==> src/design/sn2cb_pkg.sv <==
package sn2cb_pkg;

  localparam int DIGITS_PER_SIDE_DEF = 4;

  localparam logic [7:0] CODE_MINUS = 8'h0A;
  localparam logic [7:0] CODE_BLANK = 8'h0F;
  localparam logic [7:0] POINT_BIT  = 8'h80;
  localparam logic [15:0] RADIX     = 16'd10;

  // x / 10 == (x * 0xCCCD) >> 19 for every 16-bit unsigned x
  localparam logic [15:0] RECIP_DIV10 = 16'hCCCD;
  localparam int          DIV10_SHIFT = 19;

  typedef struct packed {
    logic               side;
    logic signed [15:0] number;
    logic [7:0]         point_position;
  } item_t;

  typedef struct packed {
    logic [3:0] reg_address;
    logic [7:0] reg_data;
    logic       last;
  } result_t;

  // classified item held between front and back
  typedef struct packed {
    logic        side;
    logic        neg;
    logic [15:0] mag;
    logic [7:0]  point;
  } entry_t;

endpackage

==> src/design/sn2cb_front.sv <==
module sn2cb_front import sn2cb_pkg::*; (
  input  logic   clk,
  input  logic   rst,
  input  logic   item_valid,
  output logic   item_ready,
  input  item_t  item,
  output logic   entry_valid,
  input  logic   entry_pop,
  output entry_t entry
);

  localparam int DEPTH = 2;
  localparam int PTR_W = $clog2(DEPTH);
  localparam int CNT_W = $clog2(DEPTH + 1);

  entry_t             slots [DEPTH];
  logic [PTR_W-1:0]   wr_ptr;
  logic [PTR_W-1:0]   rd_ptr;
  logic [CNT_W-1:0]   count;
  logic               push;
  logic               pop;
  entry_t             classified;

  assign item_ready  = (count != CNT_W'(DEPTH));
  assign entry_valid = (count != '0);
  assign push        = item_valid && item_ready;
  assign pop         = entry_pop && entry_valid;
  assign entry       = slots[rd_ptr];

  // magnitude of a two's complement value; -32768 maps to 0x8000
  always_comb begin
    classified.side  = item.side;
    classified.neg   = item.number[15];
    classified.mag   = item.number[15] ? (~item.number + 16'd1) : item.number;
    classified.point = item.point_position;
  end

  always_ff @(posedge clk) begin
    if (push) begin
      slots[wr_ptr] <= classified;
    end
  end

  always_ff @(posedge clk) begin
    if (rst) begin
      wr_ptr <= '0;
      rd_ptr <= '0;
      count  <= '0;
    end else begin
      if (push) begin
        wr_ptr <= (wr_ptr == PTR_W'(DEPTH - 1)) ? '0 : wr_ptr + PTR_W'(1);
      end
      if (pop) begin
        rd_ptr <= (rd_ptr == PTR_W'(DEPTH - 1)) ? '0 : rd_ptr + PTR_W'(1);
      end
      case ({push, pop})
        2'b10:   count <= count + CNT_W'(1);
        2'b01:   count <= count - CNT_W'(1);
        default: count <= count;
      endcase
    end
  end

endmodule

==> src/design/sn2cb_back.sv <==
module sn2cb_back import sn2cb_pkg::*; #(
  parameter int DIGITS_PER_SIDE = DIGITS_PER_SIDE_DEF
) (
  input  logic    clk,
  input  logic    rst,
  input  logic    entry_valid,
  output logic    entry_pop,
  input  entry_t  entry,
  output logic    result_valid,
  input  logic    result_ready,
  output result_t result
);

  localparam int PW = $clog2(DIGITS_PER_SIDE);
  localparam logic [PW-1:0] LAST_POS = PW'(DIGITS_PER_SIDE - 1);

  logic          busy, busy_next;
  logic [PW-1:0] pos, pos_next;
  logic [15:0]   mag, mag_next;
  logic          sign_pending, sign_pending_next;
  logic          done, done_next;
  logic          side, side_next;
  logic [7:0]    point, point_next;
  logic          res_valid, res_valid_next;
  result_t       res, res_next;

  logic          step;
  logic          load;
  logic [31:0]   prod;
  logic [15:0]   quot;
  logic [15:0]   rem;
  logic [7:0]    data;
  logic [7:0]    addr_sum;

  assign result_valid = res_valid;
  assign result       = res;
  assign entry_pop    = load;

  assign step = busy && (!res_valid || result_ready);
  assign load = entry_valid && (!busy || (step && pos == LAST_POS));

  // divide by ten through the reciprocal, remainder by shift-add
  assign prod     = 32'(mag) * 32'(RECIP_DIV10);
  assign quot     = 16'(prod >> DIV10_SHIFT);
  assign rem      = mag - ((quot << 3) + (quot << 1));
  assign addr_sum = (side ? 8'(DIGITS_PER_SIDE) : 8'd0) + 8'(pos) + 8'd1;

  always_comb begin
    busy_next         = busy;
    pos_next          = pos;
    mag_next          = mag;
    sign_pending_next = sign_pending;
    done_next         = done;
    side_next         = side;
    point_next        = point;
    res_next          = res;
    res_valid_next    = res_valid;
    data              = {4'd0, rem[3:0]};

    if (done) begin
      data = sign_pending ? CODE_MINUS : CODE_BLANK;
    end
    if (point == 8'(pos)) begin
      data = data | POINT_BIT;
    end

    if (step) begin
      res_valid_next       = 1'b1;
      res_next.reg_address = addr_sum[3:0];
      res_next.reg_data    = data;
      res_next.last        = (pos == LAST_POS);
      mag_next             = quot;
      pos_next             = pos + PW'(1);
      if (done) begin
        sign_pending_next = 1'b0;
      end else if (mag < RADIX && pos != '0) begin
        done_next = 1'b1;
      end
      if (pos == LAST_POS) begin
        busy_next = 1'b0;
      end
    end else if (result_ready) begin
      res_valid_next = 1'b0;
    end

    if (load) begin
      busy_next         = 1'b1;
      pos_next          = '0;
      mag_next          = entry.mag;
      sign_pending_next = entry.neg;
      done_next         = 1'b0;
      side_next         = entry.side;
      point_next        = entry.point;
    end
  end

  always_ff @(posedge clk) begin
    if (rst) begin
      busy      <= 1'b0;
      res_valid <= 1'b0;
    end else begin
      busy      <= busy_next;
      res_valid <= res_valid_next;
    end
  end

  always_ff @(posedge clk) begin
    pos          <= pos_next;
    mag          <= mag_next;
    sign_pending <= sign_pending_next;
    done         <= done_next;
    side         <= side_next;
    point        <= point_next;
    res          <= res_next;
  end

endmodule

==> src/design/signed_number_to_code_b_digits.sv <==
// channel   handshake                    payload
// item      item_valid / item_ready      item   (side, number, point_position)
// result    result_valid / result_ready  result (reg_address, reg_data, last)
//
// One item gives DIGITS_PER_SIDE results, one per cycle while result is not stalled,
// least significant first; the digit sequencer, one divide-by-ten step per cycle,
// takes the next item as it sends the last result of the current one.
// A two-entry queue holds classified items while the sequencer works.
// Reset empties the queue and the result register; stalls on result hold the
// sequencer, and item is taken while the queue has room.
module signed_number_to_code_b_digits import sn2cb_pkg::*; #(
  parameter int DIGITS_PER_SIDE = DIGITS_PER_SIDE_DEF
) (
  input  logic    clk,
  input  logic    rst,
  input  logic    item_valid,
  output logic    item_ready,
  input  item_t   item,
  output logic    result_valid,
  input  logic    result_ready,
  output result_t result
);

  logic   entry_valid;
  logic   entry_pop;
  entry_t entry;

  sn2cb_front u_front (
    .clk         (clk),
    .rst         (rst),
    .item_valid  (item_valid),
    .item_ready  (item_ready),
    .item        (item),
    .entry_valid (entry_valid),
    .entry_pop   (entry_pop),
    .entry       (entry)
  );

  sn2cb_back #(
    .DIGITS_PER_SIDE (DIGITS_PER_SIDE)
  ) u_back (
    .clk          (clk),
    .rst          (rst),
    .entry_valid  (entry_valid),
    .entry_pop    (entry_pop),
    .entry        (entry),
    .result_valid (result_valid),
    .result_ready (result_ready),
    .result       (result)
  );

endmodule
==> config.mk <==
export PLATFORM = sky130hd
export DESIGN_NAME = signed_number_to_code_b_digits
export DESIGN_NICKNAME = d
export VERILOG_FILES = /design/src/design/sn2cb_pkg.sv /design/src/design/sn2cb_front.sv /design/src/design/sn2cb_back.sv /design/src/design/signed_number_to_code_b_digits.sv
export SDC_FILE = /design/constraint.sdc
export NUM_CORES = 1
export LEC_CHECK = 0
export ABC_AREA = 1
export BUFFER_PORTS_ARGS = -buffer_cell sky130_fd_sc_hd__buf_2
export CAP_MARGIN = 25
export CORE_ASPECT_RATIO = 1.2
export CORE_UTILIZATION = 36
export CTS_BUF_LIST = sky130_fd_sc_hd__clkbuf_4 sky130_fd_sc_hd__clkbuf_8
export DETAILED_ROUTE_END_ITERATION = 8
export SETUP_SLACK_MARGIN = 0.15
export SYNTH_ARGS = -nofsm -noshare
export SYNTH_HDL_FRONTEND = slang
export SYNTH_SLANG_ARGS = --single-unit
export TNS_END_PERCENT = 50
==> constraint.sdc <==
create_clock -name clk -period 10.8 [get_ports clk]
set_clock_uncertainty 0.2 [all_clocks]
set_input_delay 1.08 -clock clk [delete_from_list [all_inputs] [get_ports clk]]
set_output_delay 1.08 -clock clk [all_outputs]
set_load 0.02 [all_outputs]
**Yosys cells after proc, flatten, opt, wreduce, memory -nomap -nowiden**

Memory sizes are Yosys's and may differ from the RTL's. A register that Yosys moved wholly into a read port is not among the register bits.
Cells that the tools add are included.

- Register bits after elaboration: 48
- Memory bits (writable): 52
- Input port bits: 29
- Output and inout port bits: 15
- Logic and storage cells: 76
- Memories: 1

- Add/subtract/negate cells: 10
- $mul: 1
- Order comparisons: 1
- Eq/ne operators: 5
- Mux-type cells: 23
- Bitwise logic cells: 1
- Reductions and logical operators: 19

Memories:

| name | words | bits a word | read ports | clocked after Yosys merged registers in | wr ports | line | source |
|---|---|---|---|---|---|---|---|
| u_front.slots | 2 | 26 | 1 | 1 | 1 | sn2cb_front.sv:16 | `entry_t slots [DEPTH];` |

Operators with widths:

| operator | number |
|---|---|
| $mux 16 | 3 |
| $mul 16x16->32 const B | 1 |
| $add 16x1->16 const B | 1 |
| $lt 16x4->1 const B | 1 |
| $mux 1 | 16 |
| $not 16->16 | 1 |
| $reduce_bool 2->1 | 7 |
| $eq 8x2->1 | 1 |
| $logic_and 1x1->1 | 6 |
| $mux 3 | 2 |
| $add 2x1->2 const B | 2 |
| $add 4x1->4 const B | 1 |
| $add 4x2->4 | 1 |
| $add 4x4->4 | 1 |
| $eq 2x2->1 const B | 2 |
| $mux 4 | 1 |
| $pmux 2 s2 | 1 |
| $reduce_and 2->1 | 2 |
| $sub 4x4->4 | 1 |
| $add 1x1->1 const B | 2 |
| $eq 2x1->1 const B | 1 |
| $logic_not 1->1 | 2 |
| $logic_or 1x1->1 | 2 |
| $ne 2x2->1 const B | 1 |
| $sub 2x1->2 const B | 1 |

**Longest topological paths before layout**

- Depth after elaboration: 9
- Gate-level depth with buffers: 28
- Gate-level depth less buffers: 28

**Hierarchy**

Synthesis repeated with hierarchy kept, for this count alone.

- Cell total of the unflattened synthesis: 974
- Area total of the unflattened synthesis: 9435.3 um2

By module, submodules not included:

| module | times used | cells an instance | area each (um2) | sequential area each (um2) |
|---|---|---|---|---|
| sn2cb_back | 1 | 775 | 6905.4 | 1181.1 |
| sn2cb_front | 1 | 199 | 2529.9 | 1661.6 |

**Worst setup path after synthesis**

OpenSTA, ideal clock, no wires.

- Path type: register -> register
- Start: reg u_back.mag[6]
- End: reg u_back.res, in the netlist u_back.result[4] (data pin)
- Arrival time: 5312 ps
- Setup slack: 5027 ps
- Stages on the path, launching flop included: 26
- Period minus slack after synthesis: 5773 ps
- Cell sequence: edfxtp_1 > inv_1 > ha_1 > inv_1 > fa_1 > inv_1 > fa_1 > fa_1 > fa_1 > inv_1 > fa_1 > inv_1 > ha_1 > a21oi_1 > o21ai_0 > o21bai_1 > inv_1 > nand3_1 > and2_1 > ha_1 > xnor2_1 > inv_1 > nand3_1 > nand2_1 > nand2_1 > nand3_1

- Word-level cells in the longest chain between the ends: 4

Ends and longest elaborated chain:

| element | line | source |
|---|---|---|
| start, declared | sn2cb_back.sv:19 | `logic [15:0] mag, mag_next;` |
| start signal, assigned | sn2cb_back.sv:109 | `mag <= mag_next;` |
| $mul 16x16->32 | sn2cb_back.sv:43 | `assign prod = 32'(mag) * 32'(RECIP_DIV10);` |
| $add 4x4->4 | sn2cb_back.sv:45 | `assign rem = mag - ((quot << 3) + (quot << 1));` |
| $sub 4x4->4 | sn2cb_back.sv:45 |  |
| $mux 4 | sn2cb_back.sv:60 | `if (done) begin` |
| end signal, assigned | sn2cb_back.sv:114 | `res <= res_next;` |
| end, declared | sn2cb_back.sv:25 | `result_t res, res_next;` |

Every way passes these cells.
A chain may end at the register's enable or synchronous reset.

**Final worst setup path**

- Start: reg u_back.mag[4]
- End: reg u_back.res, in the netlist u_back.result[4] (data pin)

Same word-level chain as after synthesis.

==> reports/qor.csv <==
stage,metric,value,unit
global_routing,met3_usage,0.01908,
worst_setup_path,startpoint_type,flip-flop,
drt,num_vias,6592,
synth,ys_types,41,
global_routing,use_met1,0.2031,
worst_setup_path,path_class,flip-flop to flip-flop,
layout,drive_gt1_frac,0.07678,
timing,worst_slew_pin_slew,0.8235,ns
worst_setup_path,arrival,6.16,ns
synth,synth-main-ff-cell,edfxtp_1,
clocking,cts_tree,done,
floorplanning,die_x,149.3,microns
global_routing,gr-total-overflow,0,
floorplanning,die_y,178.7,microns
clocking,cts_sinks,98,
placement,io_buffers,40,
synth,syn_area,9371,sq um
global_routing,use_met2,0.3287,
floorplanning,rows,64,
global_routing,grt_usage,0.1773,
timing,fmax,160.3,MHz
layout,layout.nets,1319,
synth,ys_seq_area_frac,0.3033,
global_routing,grt_max_degree,29,
floorplanning,pin_count,44,
layout,diodes,0,
floorplanning,dieArea,26680,sq um
synth,ys_warn_count,0,
timing,slew_violations,0,
drt,post_drt_wl_per_cell,15.71,microns
timing,post-route-period-util,0.5776,
global_routing,grt_pass1_vias,6922,
clocking,clkLatencyLatePin,0.37,ns
synth,postSynthCellCount,1019,
worst_setup_path,worstPathMaxFanout,7,
clocking,ctsRootBufferMaster,clkbuf_8,
synth,ys_ff_latch,98,
floorplanning,core,25540,sq um
global_routing,grt_pass1_wl,35610,microns
synth,synth_top_cell_by_area,edfxtp_1,
global_routing,grt-busiest-layer,met2,
timing,period_minus_slack,6.239,ns
timing,setup-tns-final,0,ns
drt,wirelength,21970,microns
synth,synth_edf_count,88,
timing,relSlewSlack,0.4496,
worst_setup_path,critPathCaptureType,flip-flop,
global_routing,antenna_found_initial,0,
drt,drtAntennaViolNets,0,
synth,synthTopCellsByCount,"inv_1 (222), nand2_1 (210), ha_1 (147), edfxtp_1 (88), fa_1 (80)",
worst_setup_path,cp.required,10.73,ns
synth,avgSynthCellArea,9.197,sq um
clocking,clk_pin_slew,0.10,ns
clocking,ctsResizeCount,0,
clocking,cts_buffers,9,
synth,yosys-top-cells-area,"edfxtp_1 (28%), ha_1 (20%), fa_1 (17%)",
floorplanning,start_util,0.3669,
clocking,ctsLongestPathBuffers,2,
outcome,outcome,finished clean,
timing,rsz0062_at_grt,false,
timing,finalHoldViolCount,0,
drt,drtIter0Drc,317,
clocking,cts.htree.levels,3,
synth,async_flop_share,0,
clocking,cts_setup_buffers,0,
drt,viasPerCell,4.715,
drt,firstDrtPassIters,6,
placement,dpl.hpwl,18920,microns
placement,gp_congestion,0.9595,
clocking,cts_hold_buf,0,
synth,synth_top_area_share,0.2820,
hold_path,hold_path_class,flip-flop to flip-flop,
timing,setup_viol,0,
layout,area_growth,8.625,%
drt,drc,0,
run,max_cap_violations,0,
synth,synth.most_common_cell,inv_1,
## per-stage QoR
step,hold slack [ns],cell area [sq um],setup WS (ns),std cells,util
floorplan,0.2446,9379,5.027,1021,-
global placement,0.2555,9962,4.685,1382,0.3900
detailed placement,0.2656,9962,4.607,1382,0.3900
CTS,0.2805,10180,4.562,1398,0.3985
global route,0.3116,10180,4.205,1398,0.3985
finish,0.2793,10180,4.562,1398,0.3985
## final cells by class
| type | count | area [sq um] |
|---|---|---|
| flip-flops and latches | 98 | 2843 |
| clock inverters | 7 | 93.84 |
| inverters | 223 | 837.1 |
| clock buffers | 9 | 123.9 |
| repair buffers | 44 | 230.2 |
| well taps | 330 | 412.9 |
| fillers | 2473 | 15360 |
| multi-input cells | 687 | 5639 |
## sequential cells by signal (all words and copies together), names as in the netlist, 2 cells and up, named ones only
register       flops
u_front.count      2
u_back.point       8
u_back.mag        16
u_back.pos         2
u_front.slots     52
u_back.result     10
## cells in the final DEF, fill, tap and decap left out, types with 2 or more instances in the layout
cell type / n
inv_8: 2
nor4_1: 4
o21ai_1: 5
nand3_1: 29
nor3b_1: 2
a21oi_2: 2
dfxtp_1: 10
and2_1: 2
buf_2: 40
nor3_1: 9
inv_6: 2
nand3_2: 2
nand3b_1: 5
or2_1: 2
nor2_2: 5
xnor2_1: 9
o21ai_0: 27
buf_4: 4
a21o_1: 6
nand4_1: 10
nand2_1: 210
nor2_1: 52
o21bai_1: 2
fa_1: 80
nor3_2: 6
edfxtp_1: 88
nand2_2: 5
ha_1: 147
clkbuf_8: 9
xor2_1: 14
a21boi_0: 2
a21oi_1: 40
inv_1: 222
conb_1: 3
## metal layers
layer,wire [microns],share of wire,up-vias
li1,-,-,3325
met1,8915,0.41,3101
met2,11520,0.52,123
met3,575,0.026,43
met4,959,0.044,0
met5,0,0,-
## worst max-delay path, stage by stage, from the launching register on
cell and delay, ns:
edfxtp_1 0.52, inv_1 0.11, ha_1 0.38, fa_1 0.57, inv_1 0.06, fa_1 0.51, fa_1 0.57, inv_1 0.06
fa_1 0.51, fa_1 0.49, ha_1 0.37, nand2_1 0.10, o21ai_0 0.27, o21bai_1 0.18, inv_1 0.07, nand2_1 0.06
nand2_1 0.05, and2_1 0.14, ha_1 0.19, xnor2_1 0.25, inv_1 0.06, nand3_1 0.10, nand2_1 0.06, nand2_1 0.05
nand3_1 0.05
## cells by family (layout without fill, tap and decap cells)
logic type	count (synthesis)	after routing	share of synthesized area
other	1	3	0.0004001
muxes	1	1	0.001068
AOI/OAI and AO/OA	88	88	0.05100
DFF	98	98	0.3033
xor gates and xnor gates	23	23	0.02150
buffers and inverters	236	283	0.09666
and+or+nand+nor	345	345	0.1589
adders and majority gates	227	227	0.3672
## final timing paths
path	from	endpoint	slack, ns	depth (start not counted)
max	u_back.mag[4]$_DFFE_PP_	u_back.result[4]$_SDFFCE_PP1P_	4.56	24
min	u_back.busy$_SDFFE_PP0P_	u_back.result_valid$_SDFFE_PP0P_	0.28	2
max reg2reg	u_back.mag[4]$_DFFE_PP_	u_back.result[4]$_SDFFCE_PP1P_	4.56	24
min reg2reg	u_back.busy$_SDFFE_PP0P_	u_back.result_valid$_SDFFE_PP0P_	0.28	2
Power is not shown: default switching activity piles up to over one toggle a cycle in this logic, so the estimate is an artifact.
